<file path="src/wss_pkg.sv">
// types, constants and register codes for the wiper sweep sequencer
`timescale 1ns / 1ps
`default_nettype none

package wss_pkg;

   localparam int TICK_MS_DEFAULT    = 10;
   localparam int REST_DUTY_DEFAULT  = 800;
   localparam int SWEEP_DUTY_DEFAULT = 3300;

   localparam int SAMPLE_W  = 12;
   localparam int DUTY_W    = 12;
   localparam int MS_W      = 14;
   localparam int ELAPSED_W = 16;
   localparam int CSR_IDX_W = 3;
   localparam int CSR_DATA_W = 14;

   localparam logic [SAMPLE_W-1:0] THRESH_INT_RESET  = 12'd500;
   localparam logic [SAMPLE_W-1:0] THRESH_LOW_RESET  = 12'd2000;
   localparam logic [SAMPLE_W-1:0] THRESH_HIGH_RESET = 12'd3500;
   localparam logic [MS_W-1:0]     SWEEP_INT_RESET   = 14'd500;
   localparam logic [MS_W-1:0]     SWEEP_LOW_RESET   = 14'd800;
   localparam logic [MS_W-1:0]     SWEEP_HIGH_RESET  = 14'd300;
   localparam logic [MS_W-1:0]     PAUSE_RESET       = 14'd3000;

   typedef enum logic [CSR_IDX_W-1:0] {
      CSR_THRESH_INT  = 3'd0,
      CSR_THRESH_LOW  = 3'd1,
      CSR_THRESH_HIGH = 3'd2,
      CSR_SWEEP_INT   = 3'd3,
      CSR_SWEEP_LOW   = 3'd4,
      CSR_SWEEP_HIGH  = 3'd5,
      CSR_PAUSE       = 3'd6
   } csr_index_type;

   typedef enum logic [1:0] {
      SPEED_OFF   = 2'd0,
      SPEED_PULSE = 2'd1,
      SPEED_SLOW  = 2'd2,
      SPEED_FAST  = 2'd3
   } mode_type;

   typedef enum logic [1:0] {
      PHASE_IDLE = 2'd0,
      PHASE_UP   = 2'd1,
      PHASE_DOWN = 2'd2
   } phase_type;

   typedef struct packed {
      logic [SAMPLE_W-1:0] knob_sample;
      logic                use_remote;
      logic [1:0]          remote_mode;
   } req_type;

   typedef struct packed {
      logic [DUTY_W-1:0] servo_duty;
      logic              duty_written;
      logic [1:0]        wiper_mode;
      logic [1:0]        wiper_phase;
   } rsp_type;

   typedef struct packed {
      logic [SAMPLE_W-1:0] thresh_intermittent;
      logic [SAMPLE_W-1:0] thresh_low;
      logic [SAMPLE_W-1:0] thresh_high;
      logic [MS_W-1:0]     sweep_ms_intermittent;
      logic [MS_W-1:0]     sweep_ms_low;
      logic [MS_W-1:0]     sweep_ms_high;
      logic [MS_W-1:0]     pause_ms;
   } cfg_type;

   typedef struct packed {
      phase_type            phase;
      logic [ELAPSED_W-1:0] elapsed_ms;
      logic [DUTY_W-1:0]    held_duty;
   } state_type;

endpackage

`default_nettype wire

</file>
<file path="src/wss_chan_if.sv">
// valid/ready channel carrying one payload beat
`timescale 1ns / 1ps
`default_nettype none

interface wss_chan_if #(
   parameter type payload_type = logic
) ();
   logic        valid;
   logic        ready;
   payload_type payload;

   modport source (output valid, output payload, input ready);
   modport sink   (input valid, input payload, output ready);
endinterface

`default_nettype wire

</file>
<file path="src/wss_core.sv">
// per-tick mode choice and phase sequencing, purely combinational
`timescale 1ns / 1ps
`default_nettype none

module wss_core #(
   parameter int TICK_MS    = wss_pkg::TICK_MS_DEFAULT,
   parameter int REST_DUTY  = wss_pkg::REST_DUTY_DEFAULT,
   parameter int SWEEP_DUTY = wss_pkg::SWEEP_DUTY_DEFAULT
) (
   input  wss_pkg::req_type   req,
   input  wss_pkg::cfg_type   cfg,
   input  wss_pkg::state_type cur,
   output wss_pkg::state_type nxt,
   output wss_pkg::rsp_type   rsp
);

   localparam logic [wss_pkg::DUTY_W-1:0] REST_CODE  = wss_pkg::DUTY_W'(REST_DUTY);
   localparam logic [wss_pkg::DUTY_W-1:0] SWEEP_CODE = wss_pkg::DUTY_W'(SWEEP_DUTY);
   localparam logic [wss_pkg::ELAPSED_W:0] TICK_CODE = (wss_pkg::ELAPSED_W+1)'(TICK_MS);
   localparam logic [wss_pkg::ELAPSED_W-1:0] ELAPSED_MAX = '1;

   wss_pkg::mode_type                mode;
   logic [wss_pkg::MS_W-1:0]         dur;
   logic [wss_pkg::MS_W:0]           target;
   logic                             start;
   wss_pkg::phase_type               phase_eff;
   logic [wss_pkg::ELAPSED_W-1:0]    elapsed_base;
   logic [wss_pkg::ELAPSED_W:0]      elapsed_sum;
   logic [wss_pkg::ELAPSED_W-1:0]    elapsed_adv;
   logic                             up_done;
   logic                             down_done;

   // shared decode: mode cascade, phase time and advanced timer
   always_comb begin
      if (req.use_remote) begin
         mode = wss_pkg::mode_type'(req.remote_mode);
      end else if (req.knob_sample < cfg.thresh_intermittent) begin
         mode = wss_pkg::SPEED_OFF;
      end else if (req.knob_sample < cfg.thresh_low) begin
         mode = wss_pkg::SPEED_PULSE;
      end else if (req.knob_sample < cfg.thresh_high) begin
         mode = wss_pkg::SPEED_SLOW;
      end else begin
         mode = wss_pkg::SPEED_FAST;
      end

      case (mode)
         wss_pkg::SPEED_PULSE: dur = cfg.sweep_ms_intermittent;
         wss_pkg::SPEED_SLOW:  dur = cfg.sweep_ms_low;
         default:              dur = cfg.sweep_ms_high;
      endcase

      if (mode == wss_pkg::SPEED_PULSE) begin
         target = {1'b0, dur} + {1'b0, cfg.pause_ms};
      end else begin
         target = {1'b0, dur};
      end

      start        = (cur.phase == wss_pkg::PHASE_IDLE);
      phase_eff    = start ? wss_pkg::PHASE_UP : cur.phase;
      elapsed_base = start ? '0 : cur.elapsed_ms;
      elapsed_sum  = {1'b0, elapsed_base} + TICK_CODE;
      // timer saturates rather than wrapping
      elapsed_adv  = elapsed_sum[wss_pkg::ELAPSED_W] ? ELAPSED_MAX
                                                     : elapsed_sum[wss_pkg::ELAPSED_W-1:0];
      up_done   = (elapsed_adv >= wss_pkg::ELAPSED_W'(dur));
      down_done = (elapsed_adv >= wss_pkg::ELAPSED_W'(target));
   end

   // next phase and timer
   always_comb begin
      nxt.held_duty = rsp.servo_duty;
      if (mode == wss_pkg::SPEED_OFF) begin
         nxt.phase      = wss_pkg::PHASE_IDLE;
         nxt.elapsed_ms = '0;
      end else begin
         case (phase_eff)
            wss_pkg::PHASE_UP: begin
               nxt.phase      = up_done ? wss_pkg::PHASE_DOWN : wss_pkg::PHASE_UP;
               nxt.elapsed_ms = up_done ? '0 : elapsed_adv;
            end
            wss_pkg::PHASE_DOWN: begin
               nxt.phase      = down_done ? wss_pkg::PHASE_IDLE : wss_pkg::PHASE_DOWN;
               nxt.elapsed_ms = down_done ? '0 : elapsed_adv;
            end
            default: begin
               // stray phase code: back to idle, timer keeps its advanced value
               nxt.phase      = wss_pkg::PHASE_IDLE;
               nxt.elapsed_ms = elapsed_adv;
            end
         endcase
      end
   end

   // result beat
   always_comb begin
      rsp.wiper_mode  = mode;
      rsp.wiper_phase = nxt.phase;
      if (mode == wss_pkg::SPEED_OFF) begin
         rsp.servo_duty   = REST_CODE;
         rsp.duty_written = 1'b1;
      end else if (phase_eff == wss_pkg::PHASE_UP && up_done) begin
         rsp.servo_duty   = REST_CODE;
         rsp.duty_written = 1'b1;
      end else if (start) begin
         rsp.servo_duty   = SWEEP_CODE;
         rsp.duty_written = 1'b1;
      end else begin
         rsp.servo_duty   = cur.held_duty;
         rsp.duty_written = 1'b0;
      end
   end

endmodule

`default_nettype wire

</file>
<file path="src/wss_out_queue.sv">
// two-entry result queue so a stalled beat does not block the input side
`timescale 1ns / 1ps
`default_nettype none

module wss_out_queue (
   input  logic             clock,
   input  logic             reset,
   input  logic             in_valid,
   output logic             in_ready,
   input  wss_pkg::rsp_type in_data,
   output logic             out_valid,
   input  logic             out_ready,
   output wss_pkg::rsp_type out_data
);

   wss_pkg::rsp_type entry_ff [2];
   logic             wr_ptr_ff, wr_ptr_in;
   logic             rd_ptr_ff, rd_ptr_in;
   logic [1:0]       count_ff, count_in;
   logic             push, pop;

   assign in_ready  = (count_ff != 2'd2);
   assign out_valid = (count_ff != 2'd0);
   assign out_data  = entry_ff[rd_ptr_ff];
   assign push      = in_valid && in_ready;
   assign pop       = out_valid && out_ready;

   always_comb begin
      wr_ptr_in = push ? ~wr_ptr_ff : wr_ptr_ff;
      rd_ptr_in = pop ? ~rd_ptr_ff : rd_ptr_ff;
      case ({push, pop})
         2'b10:   count_in = count_ff + 2'd1;
         2'b01:   count_in = count_ff - 2'd1;
         default: count_in = count_ff;
      endcase
   end

   always_ff @(posedge clock) begin
      if (reset) begin
         wr_ptr_ff <= 1'b0;
         rd_ptr_ff <= 1'b0;
         count_ff  <= 2'd0;
      end else begin
         wr_ptr_ff <= wr_ptr_in;
         rd_ptr_ff <= rd_ptr_in;
         count_ff  <= count_in;
      end
   end

   always_ff @(posedge clock) begin
      if (push) begin
         entry_ff[wr_ptr_ff] <= in_data;
      end
   end

endmodule

`default_nettype wire

</file>
<file path="src/wiper_sweep_sequencer_top.sv">
// wiper sweep sequencer: registers, sequencer state and result queue
//
//   port       dir   beat contents
//   req_chan   in    knob_sample, use_remote, remote_mode (one timer tick)
//   rsp_chan   out   servo_duty, duty_written, wiper_mode, wiper_phase
//   csr_*      in    write enable, register index 0..6, 14-bit data
//
// one tick per clock while the result queue has room; each accepted beat
// updates the state and enters its result in the result queue at that edge.
// req_chan.ready drops only when both result queue entries are full.
// synchronous reset initialises state, registers and queue; no clearing pass.
// csr writes take effect at the next edge.
`timescale 1ns / 1ps
`default_nettype none

module wiper_sweep_sequencer_top #(
   parameter int TICK_MS    = wss_pkg::TICK_MS_DEFAULT,
   parameter int REST_DUTY  = wss_pkg::REST_DUTY_DEFAULT,
   parameter int SWEEP_DUTY = wss_pkg::SWEEP_DUTY_DEFAULT
) (
   input  logic                            clock,
   input  logic                            reset,
   wss_chan_if.sink                        req_chan,
   wss_chan_if.source                      rsp_chan,
   input  logic                            csr_write_en,
   input  logic [wss_pkg::CSR_IDX_W-1:0]   csr_index,
   input  logic [wss_pkg::CSR_DATA_W-1:0]  csr_wdata
);

   wss_pkg::cfg_type   cfg_ff, cfg_in;
   wss_pkg::state_type state_ff, state_nxt;
   wss_pkg::rsp_type   core_rsp;
   wss_pkg::req_type   req_beat;
   logic               req_ready;
   logic               req_fire;

   assign req_beat       = req_chan.payload;
   assign req_chan.ready = req_ready;
   assign req_fire       = req_chan.valid && req_ready;

   always_comb begin
      cfg_in = cfg_ff;
      if (csr_write_en) begin
         case (wss_pkg::csr_index_type'(csr_index))
            wss_pkg::CSR_THRESH_INT:  cfg_in.thresh_intermittent   = csr_wdata[11:0];
            wss_pkg::CSR_THRESH_LOW:  cfg_in.thresh_low            = csr_wdata[11:0];
            wss_pkg::CSR_THRESH_HIGH: cfg_in.thresh_high           = csr_wdata[11:0];
            wss_pkg::CSR_SWEEP_INT:   cfg_in.sweep_ms_intermittent = csr_wdata;
            wss_pkg::CSR_SWEEP_LOW:   cfg_in.sweep_ms_low          = csr_wdata;
            wss_pkg::CSR_SWEEP_HIGH:  cfg_in.sweep_ms_high         = csr_wdata;
            wss_pkg::CSR_PAUSE:       cfg_in.pause_ms              = csr_wdata;
            default:                  cfg_in = cfg_ff;
         endcase
      end
   end

   always_ff @(posedge clock) begin
      if (reset) begin
         cfg_ff.thresh_intermittent   <= wss_pkg::THRESH_INT_RESET;
         cfg_ff.thresh_low            <= wss_pkg::THRESH_LOW_RESET;
         cfg_ff.thresh_high           <= wss_pkg::THRESH_HIGH_RESET;
         cfg_ff.sweep_ms_intermittent <= wss_pkg::SWEEP_INT_RESET;
         cfg_ff.sweep_ms_low          <= wss_pkg::SWEEP_LOW_RESET;
         cfg_ff.sweep_ms_high         <= wss_pkg::SWEEP_HIGH_RESET;
         cfg_ff.pause_ms              <= wss_pkg::PAUSE_RESET;
      end else begin
         cfg_ff <= cfg_in;
      end
   end

   wss_core #(
      .TICK_MS    (TICK_MS),
      .REST_DUTY  (REST_DUTY),
      .SWEEP_DUTY (SWEEP_DUTY)
   ) u_core (
      .req (req_beat),
      .cfg (cfg_ff),
      .cur (state_ff),
      .nxt (state_nxt),
      .rsp (core_rsp)
   );

   always_ff @(posedge clock) begin
      if (reset) begin
         state_ff.phase      <= wss_pkg::PHASE_IDLE;
         state_ff.elapsed_ms <= '0;
         state_ff.held_duty  <= wss_pkg::DUTY_W'(REST_DUTY);
      end else if (req_fire) begin
         state_ff <= state_nxt;
      end
   end

   wss_out_queue u_queue (
      .clock     (clock),
      .reset     (reset),
      .in_valid  (req_chan.valid),
      .in_ready  (req_ready),
      .in_data   (core_rsp),
      .out_valid (rsp_chan.valid),
      .out_ready (rsp_chan.ready),
      .out_data  (rsp_chan.payload)
   );

endmodule

`default_nettype wire

</file>
<file path="src/flat_wrapper.sv">
// flat-port wrapper written by rule: the top's interface ports become plain ports
module wiper_sweep_sequencer_top_flat import wss_pkg::*;
#(
   parameter int TICK_MS    = wss_pkg::TICK_MS_DEFAULT,
   parameter int REST_DUTY  = wss_pkg::REST_DUTY_DEFAULT,
   parameter int SWEEP_DUTY = wss_pkg::SWEEP_DUTY_DEFAULT
)
  (clock, reset, csr_write_en, csr_index, csr_wdata, req_chan_valid, req_chan_payload, req_chan_ready, rsp_chan_valid, rsp_chan_payload, rsp_chan_ready);
  wss_chan_if #(.payload_type(req_type)) req_chan_i ();
  wss_chan_if #(.payload_type(rsp_type)) rsp_chan_i ();
  input  logic clock;
  input  logic reset;
  input  logic csr_write_en;
  input  logic [wss_pkg::CSR_IDX_W-1:0] csr_index;
  input  logic [wss_pkg::CSR_DATA_W-1:0] csr_wdata;
  input wire logic [$bits(req_chan_i.valid)-1:0] req_chan_valid;
  input wire logic [$bits(req_chan_i.payload)-1:0] req_chan_payload;
  output wire logic [$bits(req_chan_i.ready)-1:0] req_chan_ready;
  output wire logic [$bits(rsp_chan_i.valid)-1:0] rsp_chan_valid;
  output wire logic [$bits(rsp_chan_i.payload)-1:0] rsp_chan_payload;
  input wire logic [$bits(rsp_chan_i.ready)-1:0] rsp_chan_ready;
  assign req_chan_i.valid = req_chan_valid;
  assign req_chan_i.payload = req_chan_payload;
  assign req_chan_ready = req_chan_i.ready;
  assign rsp_chan_valid = rsp_chan_i.valid;
  assign rsp_chan_payload = rsp_chan_i.payload;
  assign rsp_chan_i.ready = rsp_chan_ready;
  wiper_sweep_sequencer_top #(.TICK_MS(TICK_MS), .REST_DUTY(REST_DUTY), .SWEEP_DUTY(SWEEP_DUTY)) u_core (.clock(clock), .reset(reset), .req_chan(req_chan_i), .rsp_chan(rsp_chan_i), .csr_write_en(csr_write_en), .csr_index(csr_index), .csr_wdata(csr_wdata));
endmodule
</file>
<file path="config.mk">
export PLATFORM = sky130hd
export DESIGN_NAME = wiper_sweep_sequencer_top_flat
export DESIGN_NICKNAME = d
export VERILOG_FILES = /design/src/wss_pkg.sv /design/src/wss_chan_if.sv /design/src/wss_core.sv /design/src/wss_out_queue.sv /design/src/wiper_sweep_sequencer_top.sv /design/src/flat_wrapper.sv
export SDC_FILE = /design/constraint.sdc
export NUM_CORES = 1
export LEC_CHECK = 0
export BUFFER_PORTS_ARGS = -buffer_cell sky130_fd_sc_hd__buf_4
export CAP_MARGIN = 30
export CORE_ASPECT_RATIO = 1.75
export CORE_MARGIN = 3
export CORE_UTILIZATION = 60
export DETAILED_ROUTE_END_ITERATION = 10
export PLACE_DENSITY_LB_ADDON = 0.1
export SLEW_MARGIN = 20
export SYNTH_ARGS = -nofsm -noshare
export SYNTH_HDL_FRONTEND = slang
export SYNTH_HIERARCHICAL = 1
export SYNTH_SLANG_ARGS = --single-unit
</file>
<file path="constraint.sdc">
create_clock -name clock -period 7.1 [get_ports clock]
set_input_delay 1.065 -clock clock [delete_from_list [all_inputs] [get_ports clock]]
set_output_delay 1.065 -clock clock [all_outputs]
set_load 0.02 [all_outputs]
</file>
# After elaboration in Yosys (flattened, before gate mapping)
# Memory sizes are Yosys's and may differ from the RTL's. A register that Yosys moved wholly into a read port is not among the register bits.
# Index checks and enable logic that the tools add are counted.
[classes]
add_sub_neg = 4
order_cmp = 5
eq_ne = 13
n_mux = 23
bitwise = 2
reduce_logical = 15
[op_table]
columns = ["operator", "count"]
rows = [
  ["$mux W16", 4],
  ["$mux W13", 3],
  ["$lt A12 B12 Y1", 3],
  ["$pmux W18 S2", 1],
  ["$pmux W14 S2", 1],
  ["$mux W18", 1],
  ["$add A16 B4 Y17 const B", 1],
  ["$ge A16 B14 Y1", 1],
  ["$ge A16 B15 Y1", 1],
  ["$add A14 B14 Y15", 1],
  ["$mux W15", 1],
  ["$reduce_and A2 Y1", 7],
  ["$mux W2", 6],
  ["$eq A3 B3 Y1 const B", 3],
  ["$eq A2 B1 Y1 const B", 3],
  ["$eq A2 B2 Y1 const B", 3],
  ["$eq A3 B2 Y1 const B", 2],
  ["$mux W1", 5],
  ["$logic_not A2 Y1", 2],
  ["$pmux W2 S2", 1],
  ["$reduce_bool A2 Y1", 2],
  ["$eq A3 B1 Y1 const B", 1],
  ["$logic_and A1 B1 Y1", 3],
  ["$logic_not A3 Y1", 1],
  ["other kinds (4)", 5],
]
[totals]
regBits = 126
mem_bits_rw = 34
in_bits = 37
out_inout_bits = 19
word_cells = 76
memories = 1
[mem_list]
columns = ["memory", "words", "word_bits", "read_ports", "rd_ports_with_merged_regs", "wr", "line_no", "rtl"]
rows = [
  ["u_core.u_queue.entry_ff", 2, 17, 1, 1, 1, "wss_out_queue.sv:16", "wss_pkg::rsp_type entry_ff [2];"],
]

# Logic depth before layout (Yosys ltp)
# Gate-level depths: netlist of the first run.
[logic_depth]
word_depth = 13
mapped_depth = 33
mapped_depth_nobuf = 31

# By module
# The synthesis of the first run kept the hierarchy.
[modules_own_cells]
columns = ["module", "n_inst", "cells_per_inst", "area_per_inst_um2", "seq_area_each_um2"]
rows = [
  ["wiper_sweep_sequencer_top", 1, 465, 4800.9, 2442.3],
  ["wss_core", 1, 474, 3273.1, 0.0],
  ["wss_out_queue", 1, 77, 1445.1, 1121.1],
]

# Least setup slack after synthesis of the first run
# No wires, ideal clock.
[synth_path]
kind = "input to register"
from = "input port req_chan_payload[9]"
to = "register u_core/state_ff[16] in the netlist's numbering"
setup_time_ns = 0.070
t_arrival_ns = 6.410
required_time_ns = 7.030
setup_slack_ns = 0.620
stages = 31
path_buffers = 3
path_cell_list = "ha_1 -> a21o_1 -> a211o_1 -> o221ai_1 -> a21oi_1 -> o21ai_0 -> a22oi_1 -> ha_1 -> clkbuf_1 -> clkbuf_1 -> nand2_1 -> o21ai_0 -> inv_1 -> ha_1 -> nor2b_1 -> o31ai_1 -> a22oi_1 -> a21oi_1 -> nor2b_1 -> xnor2_1 -> a21oi_1 -> ha_1 -> a211oi_1 -> nand4b_1 -> a41oi_1 -> o31ai_1 -> o221a_4 -> buf_6 -> a21oi_2 -> nand3_1 -> a21oi_1"
[synth_lines]
columns = ["item", "line_no", "rtl"]
rows = [
  ["from (decl)", "flat_wrapper.sv:17", "input wire logic [$bits(req_chan_i.payload)-1:0] req_chan_payload;"],
  ["to (signal assigned)", "wiper_sweep_sequencer_top.sv:89", "state_ff <= state_nxt;"],
  ["to (decl)", "wiper_sweep_sequencer_top.sv:31", "wss_pkg::state_type state_ff, state_nxt;"],
]

==> impl_metrics.env, run 1 <==
export IMPL_status="finished, final reports clean"
export IMPL_dr_pass1_iters=5
export IMPL_setup_tns_ns=0
export IMPL_cts_buffers=17
export IMPL_maxCapViolations=0
export IMPL_p_leak_nw=4.93
export IMPL_powerDensity_nw_per_um2=258
export IMPL_yosys_area_top_type="dfxtp_1"
export IMPL_synth_commonest_cells="dfxtp_1 (127), mux2i_1 (92), ha_1 (81), nor2_1 (79), nand2b_1 (74)"
export IMPL_met2_usage_pct=47.3
export IMPL_ys_seq_area_share_pct=37.4
export IMPL_cp_start_kind="primary input"
export IMPL_syn_inst=1016
export IMPL_routed_via_count=7278
export IMPL_fin_skew_ns=0.0153
export IMPL_numPortBuffers=55
export IMPL_busiest_layer="met2"
export IMPL_gr_usage_met3_pct=3.55
export IMPL_grt_pass1_vias=7380
export IMPL_arrival_ns=6.96
export IMPL_clockRootBuffer="clkbuf_16"
export IMPL_yosysUniqueCellTypes=64
export IMPL_viasPerCell=5.80
export IMPL_floorplan_rows=60
export IMPL_die_height_microns=173
export IMPL_rsz0062_at_grt="no"
export IMPL_die_w_microns=101
export IMPL_postSynth_asyncResetShare_pct=0
export IMPL_h_tree_depth=4
export IMPL_antennaDiodeCount=0
export IMPL_setup_violations=0
export IMPL_initial_core_util_pct=61.6
export IMPL_track_usage_pct=25.9
export IMPL_slowest_stage="ha_1"
export IMPL_syn_nets=1135
export IMPL_synth_top_area_share_pct=26.7
export IMPL_cts_clk_slew_worst_paths_ns=0.07
export IMPL_finalHoldViolCount=0
export IMPL_grt_max_degree=99
export IMPL_yosys_warnings=6
export IMPL_placed_area_sq_um=10100
export IMPL_synthMostInstantiatedCell="dfxtp_1"
export IMPL_crit_path_end_kind="flop"
export IMPL_max_freq_ghz=0.151
export IMPL_ys_flop_type="dfxtp_1"
export IMPL_drive_above_1_share_pct=18.8
export IMPL_pin_count=56
export IMPL_ys_top_cells_by_area="dfxtp_1 (27%), edfxtp_1 (11%), ha_1 (11%)"
export IMPL_gp_congestion=0.922
export IMPL_slowest_delay_ns=0.33
export IMPL_hpwlAfterDp_microns=16200
export IMPL_ctsHoldBuffers=0
export IMPL_slew_headroom_pct=43.4
export IMPL_synth_avg_cell_area_sq_um=9.37
export IMPL_met1_usage_pct=28.3
export IMPL_hp_class="reg2reg"
export IMPL_core_area_sq_um=15500
export IMPL_clock_path_buffers=2
export IMPL_nets=1174
export IMPL_synth_cell_area_sq_um=9520
export IMPL_final_antenna_net_count=0
export IMPL_path_max_fanout=10
export IMPL_critical_path_top_cell_by_count="a21oi_1"
export IMPL_clk_latency_ns=0.43
export IMPL_routed_wl_microns=22300
export IMPL_grt_pass1_wl_microns=35900
export IMPL_post_route_period_util_pct=93.2
export IMPL_fillers=1229
export IMPL_finalCriticalPeriod_ns=6.62
export IMPL_worst_pin_slew_ns=0.846
export IMPL_antenna_found_initial=0
export IMPL_gr_total_overflow=0
export IMPL_ys_ff_latch=161
export IMPL_peakVddDrop_mv=0.176
export IMPL_stdcell_area_sq_um=10800
export IMPL_worst_setup_path_type="in2reg"
export IMPL_drc=0
export IMPL_detail_route_iter0_violations=341
export IMPL_wl_per_cell_microns=17.8
export IMPL_synth_edff_count=34
export IMPL_clock_sinks=161
export IMPL_slew_viol_final=0
export IMPL_area_growth_pct=13.0
export IMPL_cts_tree="done"
export IMPL_die_area_sq_um=17500
export IMPL_cp_required_ns=7.45
-- cells in the final DEF (no fill, tap or decap), types with 6 or more instances in the layout --
cell       instances
nand3_1           36
nor3_1             6
a21oi_1           65
mux2i_1           92
clkbuf_16         17
inv_1             53
xnor2_1           15
or2_2              6
nand2b_1          73
a22oi_1           17
buf_4             87
ha_1              78
and3_1            10
xor2_1             8
dfxtp_1          127
mux2_2            20
nand2_1           52
a211o_1            8
a21o_1            11
a21bo_2           28
o21ai_0           36
o21a_1             8
nor2_1            79
a31oi_1            7
a21oi_2            8
edfxtp_1          34
-- final timing paths --
check,cells after the start,endpoint,slack (ns),from
worst max-delay path,33,u_core/state_ff[20],0.48,req_chan_payload[5]
worst min-delay path,1,u_core/state_ff[8],0.47,u_core/state_ff[8]
worst max register to register,33,u_core/state_ff[20],0.88,u_core/cfg_ff[58]
worst min register to register,1,u_core/state_ff[8],0.47,u_core/state_ff[8]
-- state kept, by name (all words and copies together) (netlist names), named ones only --
name,count
u_core/cfg_ff,92
u_core/state_ff,30
u_core/u_queue/count_ff,2
u_core/u_queue/entry_ff,34
u_core/u_queue/rd_ptr_ff,1
u_core/u_queue/wr_ptr_ff,1
-- kinds of logic after synthesis --
kind of cell	after synthesis	share of synthesized area (%)
compound gates	214	15.3
flops	161	37.4
xor+xnor	23	2.12
simple gates	299	16.3
buf+inv	124	5.78
mux	113	12.2
fa+ha+maj	82	10.9
-- critical path, delay by kind of cell --
family,cells,cell delay [ns]
AND/OR/NAND/NOR,4,0.50
adder cells (fa/ha/maj),4,1.19
AO/OA/AOI/OAI,20,3.52
XOR/XNOR,1,0.14
buffers and inverters,4,0.51
-- metal layers --
metal / routed length [microns] / vias up / part of all wire [%]
met5: 0 / - / 0
met4: 925 / 0 / 4.1
met3: 547 / 59 / 2.5
met2: 12100 / 134 / 54
met1: 8780 / 3437 / 39
li1: - / 3648 / -
-- per-stage QoR --
step | setup slack (ns) | hold slack [ns] | utilization [%] | power (mW) | std cells
finish | 0.485 | 0.473 | 69.6 | 2.78 | 1254
global route | 0.00158 | 0.475 | 69.6 | 2.91 | 1254
CTS | 0.420 | 0.469 | 69.4 | 2.79 | 1254
detailed placement | 0.117 | 0.450 | 65.4 | 1.84 | 1222
global placement | 0.134 | 0.445 | 65.2 | 1.83 | 1219
floorplan | 0.620 | 0.435 | - | 1.59 | 1016
-- timing repair --
item	4_1_cts	5_1_grt
gates resized for setup	0	7
endpoints found under the setup margin	0	17
setup buffers	0	0
-- power by group --
part           switching, mW  internal, mW
sequential            0.0427          1.00
clock                  0.440         0.510
combinational          0.437         0.346
-- final cells by class --
cell class	count	area, sq um	share of cell area [%]
Timing Repair Buffer	91	711	6.61
Inverter	53	199	1.85
Clock inverter	15	193	1.79
Sequential cell	161	3560	33.1
Clock buffer	17	425	3.95
Multi-Input combinational cell	731	5440	50.5
Tap cell	186	233	2.16
Note: power is estimated with default switching activity, not from simulation.
==> run 2: changes to the inputs <==
--- a/config.mk
+++ b/config.mk
@@ -7,9 +7,11 @@
 export LEC_CHECK = 0
 export BUFFER_PORTS_ARGS = -buffer_cell sky130_fd_sc_hd__buf_4
 export CAP_MARGIN = 30
+export CELL_PAD_IN_SITES_DETAIL_PLACEMENT = 1
+export CELL_PAD_IN_SITES_GLOBAL_PLACEMENT = 2
 export CORE_ASPECT_RATIO = 1.75
 export CORE_MARGIN = 3
-export CORE_UTILIZATION = 60
+export CORE_UTILIZATION = 39
 export DETAILED_ROUTE_END_ITERATION = 10
 export PLACE_DENSITY_LB_ADDON = 0.1
 export SLEW_MARGIN = 20
==> run 2 against run 1 <==
  * Worst setup slack lost 0.090 ns
  * Routed wire length is 17% higher
  * Fmax shrank 1.3%
  * Sequential cell count is the same
  * First-iteration DRC count fell by 20%
  * Cell count is 12% higher
  * Sequential share of layout area shrank 0.96 points
  * Clock power decreased by 9.4%
  * Die area grew 51%
  * Clock-buffer cell count increased by 5
  * Clock skew is 0.0017 ns lower
  * Sequential power barely moved
==> impl_metrics.env, run 2 (same netlist as run 1, synthesis figures left out) <==
export IMPL_status="finished, final reports clean"
export IMPL_pin_count=56
export IMPL_track_usage_pct=20.8
export IMPL_powerDensity_nw_per_um2=247
export IMPL_clockRootBuffer="clkbuf_16"
export IMPL_p_int_mw=1.85
export IMPL_cp_num_buf_inv=8
export IMPL_worst_pin_slew_ns=0.897
export IMPL_drc=0
export IMPL_h_tree_depth=4
export IMPL_arrival_ns=7.01
export IMPL_stdcell_area_sq_um=11100
export IMPL_viasPerCell=5.28
export IMPL_gp_congestion=0.820
export IMPL_swShare_pct=32.7
export IMPL_setup_violations=0
export IMPL_clock_path_buffers=2
export IMPL_gr_total_overflow=0
export IMPL_numPortBuffers=55
export IMPL_maxCapViolations=0
export IMPL_mostFrequentLayoutCells="dfxtp_1 (127), buf_4 (124), mux2i_1 (92), ha_1 (80), nor2_1 (79)"
export IMPL_p_comb_share_pct=30.3
export IMPL_ctsHoldBuffers=0
export IMPL_fin_skew_ns=0.0136
export IMPL_p_leak_nw=5.05
export IMPL_largestRegisters="u_core/cfg_ff (92), u_core/u_queue/entry_ff (34), u_core/state_ff (30)"
export IMPL_placed_area_sq_um=10500
export IMPL_cp_start_kind="primary input"
export IMPL_slew_headroom_pct=39.9
export IMPL_regMostFlops="u_core/cfg_ff"
export IMPL_antenna_found_initial=0
export IMPL_drive_above_1_share_pct=21.4
export IMPL_detail_route_iter0_violations=274
export IMPL_hp_class="reg2reg"
export IMPL_crit_path_end_kind="flop"
export IMPL_peakVddDrop_mv=0.149
export IMPL_hpwlAfterDp_microns=20000
export IMPL_die_w_microns=124
export IMPL_slew_viol_final=0
export IMPL_worst_setup_path_type="in2reg"
export IMPL_routed_wl_microns=26200
export IMPL_post_route_period_util_pct=94.4
export IMPL_grt_max_degree=70
export IMPL_max_freq_ghz=0.149
export IMPL_critical_path_top_cell_by_count="buf_4"
export IMPL_area_growth_pct=16.4
export IMPL_largest_register_ffs=92
export IMPL_antennaDiodeCount=0
export IMPL_grt_pass1_vias=8016
export IMPL_setup_tns_ns=0
export IMPL_slowest_delay_ns=0.32
export IMPL_cts_clk_slew_worst_paths_ns=0.06
export IMPL_mostFrequentLayoutCell="dfxtp_1"
export IMPL_cts_tree="done"
export IMPL_seqPwrFrac_pct=38.3
export IMPL_path_max_fanout=10
export IMPL_grt_pass1_wl_microns=41900
export IMPL_setup_slack_ns=0.395
export IMPL_die_height_microns=213
export IMPL_core_area_sq_um=24000
export IMPL_finalCriticalPeriod_ns=6.71
export IMPL_cp_required_ns=7.40
export IMPL_cts_buffers=17
export IMPL_routed_via_count=7441
export IMPL_die_area_sq_um=26400
export IMPL_dr_pass1_iters=4
export IMPL_initial_core_util_pct=39.6
export IMPL_p_clk_share_pct=31.4
export IMPL_clock_sinks=161
export IMPL_wl_per_cell_microns=18.6
export IMPL_power_net_switching_uw=896
export IMPL_slowest_stage="ha_1"
export IMPL_critPathTopFamily="compound AO/OA/AOI/OAI gates"
export IMPL_finalHoldViolCount=0
export IMPL_floorplan_rows=75
export IMPL_final_antenna_net_count=0
export IMPL_nets=1208
export IMPL_pre_cts_ws_ns=-0.294
export IMPL_clk_latency_ns=0.44
==> run 2: changes by cell type in the layout (fill, tap and decap cells not counted), sizes merged <==
cell    previous run  this run
buf               91       125
clkinv             5         2
inv               60        59
clkbuf            17        22
bufinv             1         0
==> run 2: metal layers <==
metal	global-route usage (%)	vias to the layer above	part of all wire, %
met2	41.0	87	58
li1	-	3714	-
met5	0	-	0
met1	20.8	3595	37
met4	9.00	0	3.6
met3	3.23	45	1.8
==> run 2: what timing repair did <==
item	in CTS	in global routing
endpoints found under the setup margin	0	19
resized for setup	0	12
setup buffers	0	4
==> run 2: worst min-delay path, stage by stage (launching register included) <==
cell,delay [ns]
dfxtp_1,0.31
nand2b_1,0.06
mux2i_1,0.06
==> run 2: path summary, 6_finish.rpt <==
check | start | slack (ns) | cells after the start | to
max reg2reg | u_core/cfg_ff[72] | 0.79 | 33 | u_core/state_ff[16]
min | u_core/cfg_ff[60] | 0.47 | 2 | u_core/cfg_ff[60]
min reg2reg | u_core/cfg_ff[60] | 0.47 | 2 | u_core/cfg_ff[60]
max | req_chan_payload[5] | 0.39 | 34 | u_core/state_ff[16]
==> run 2: final cells by class <==
class / instances / area [sq um]
Clock inverter: 10 / 78.8
Fill cell: 2820 / 12900
Sequential cell: 161 / 3560
Tap cell: 308 / 385
Clock buffer: 22 / 454
Timing Repair Buffer: 125 / 946
Multi-Input combinational cell: 731 / 5460
Inverter: 53 / 199
==> run 2: power by group through the flow <==
stage | clock, mW | sequential (mW) | combinational (mW)
after global routing | 0.917 | 1.06 | 0.922
final | 0.861 | 1.05 | 0.831
after CTS | 0.891 | 1.05 | 0.833
after detailed placement | 0 | 1.07 | 0.828
after global placement | 0 | 1.07 | 0.817
after floorplan | 0 | 1.04 | 0.544
==> run 2: metrics by stage <==
stage / utilization [%] / power, mW / hold slack [ns] / instances
after floorplan: - / 1.59 / 0.435 / 1016
after global placement: 43.5 / 1.89 / 0.443 / 1373
after detailed placement: 43.5 / 1.90 / 0.459 / 1373
after CTS: 45.7 / 2.78 / 0.475 / 1405
after global routing: 46.1 / 2.90 / 0.485 / 1410
final: 46.1 / 2.74 / 0.474 / 1410
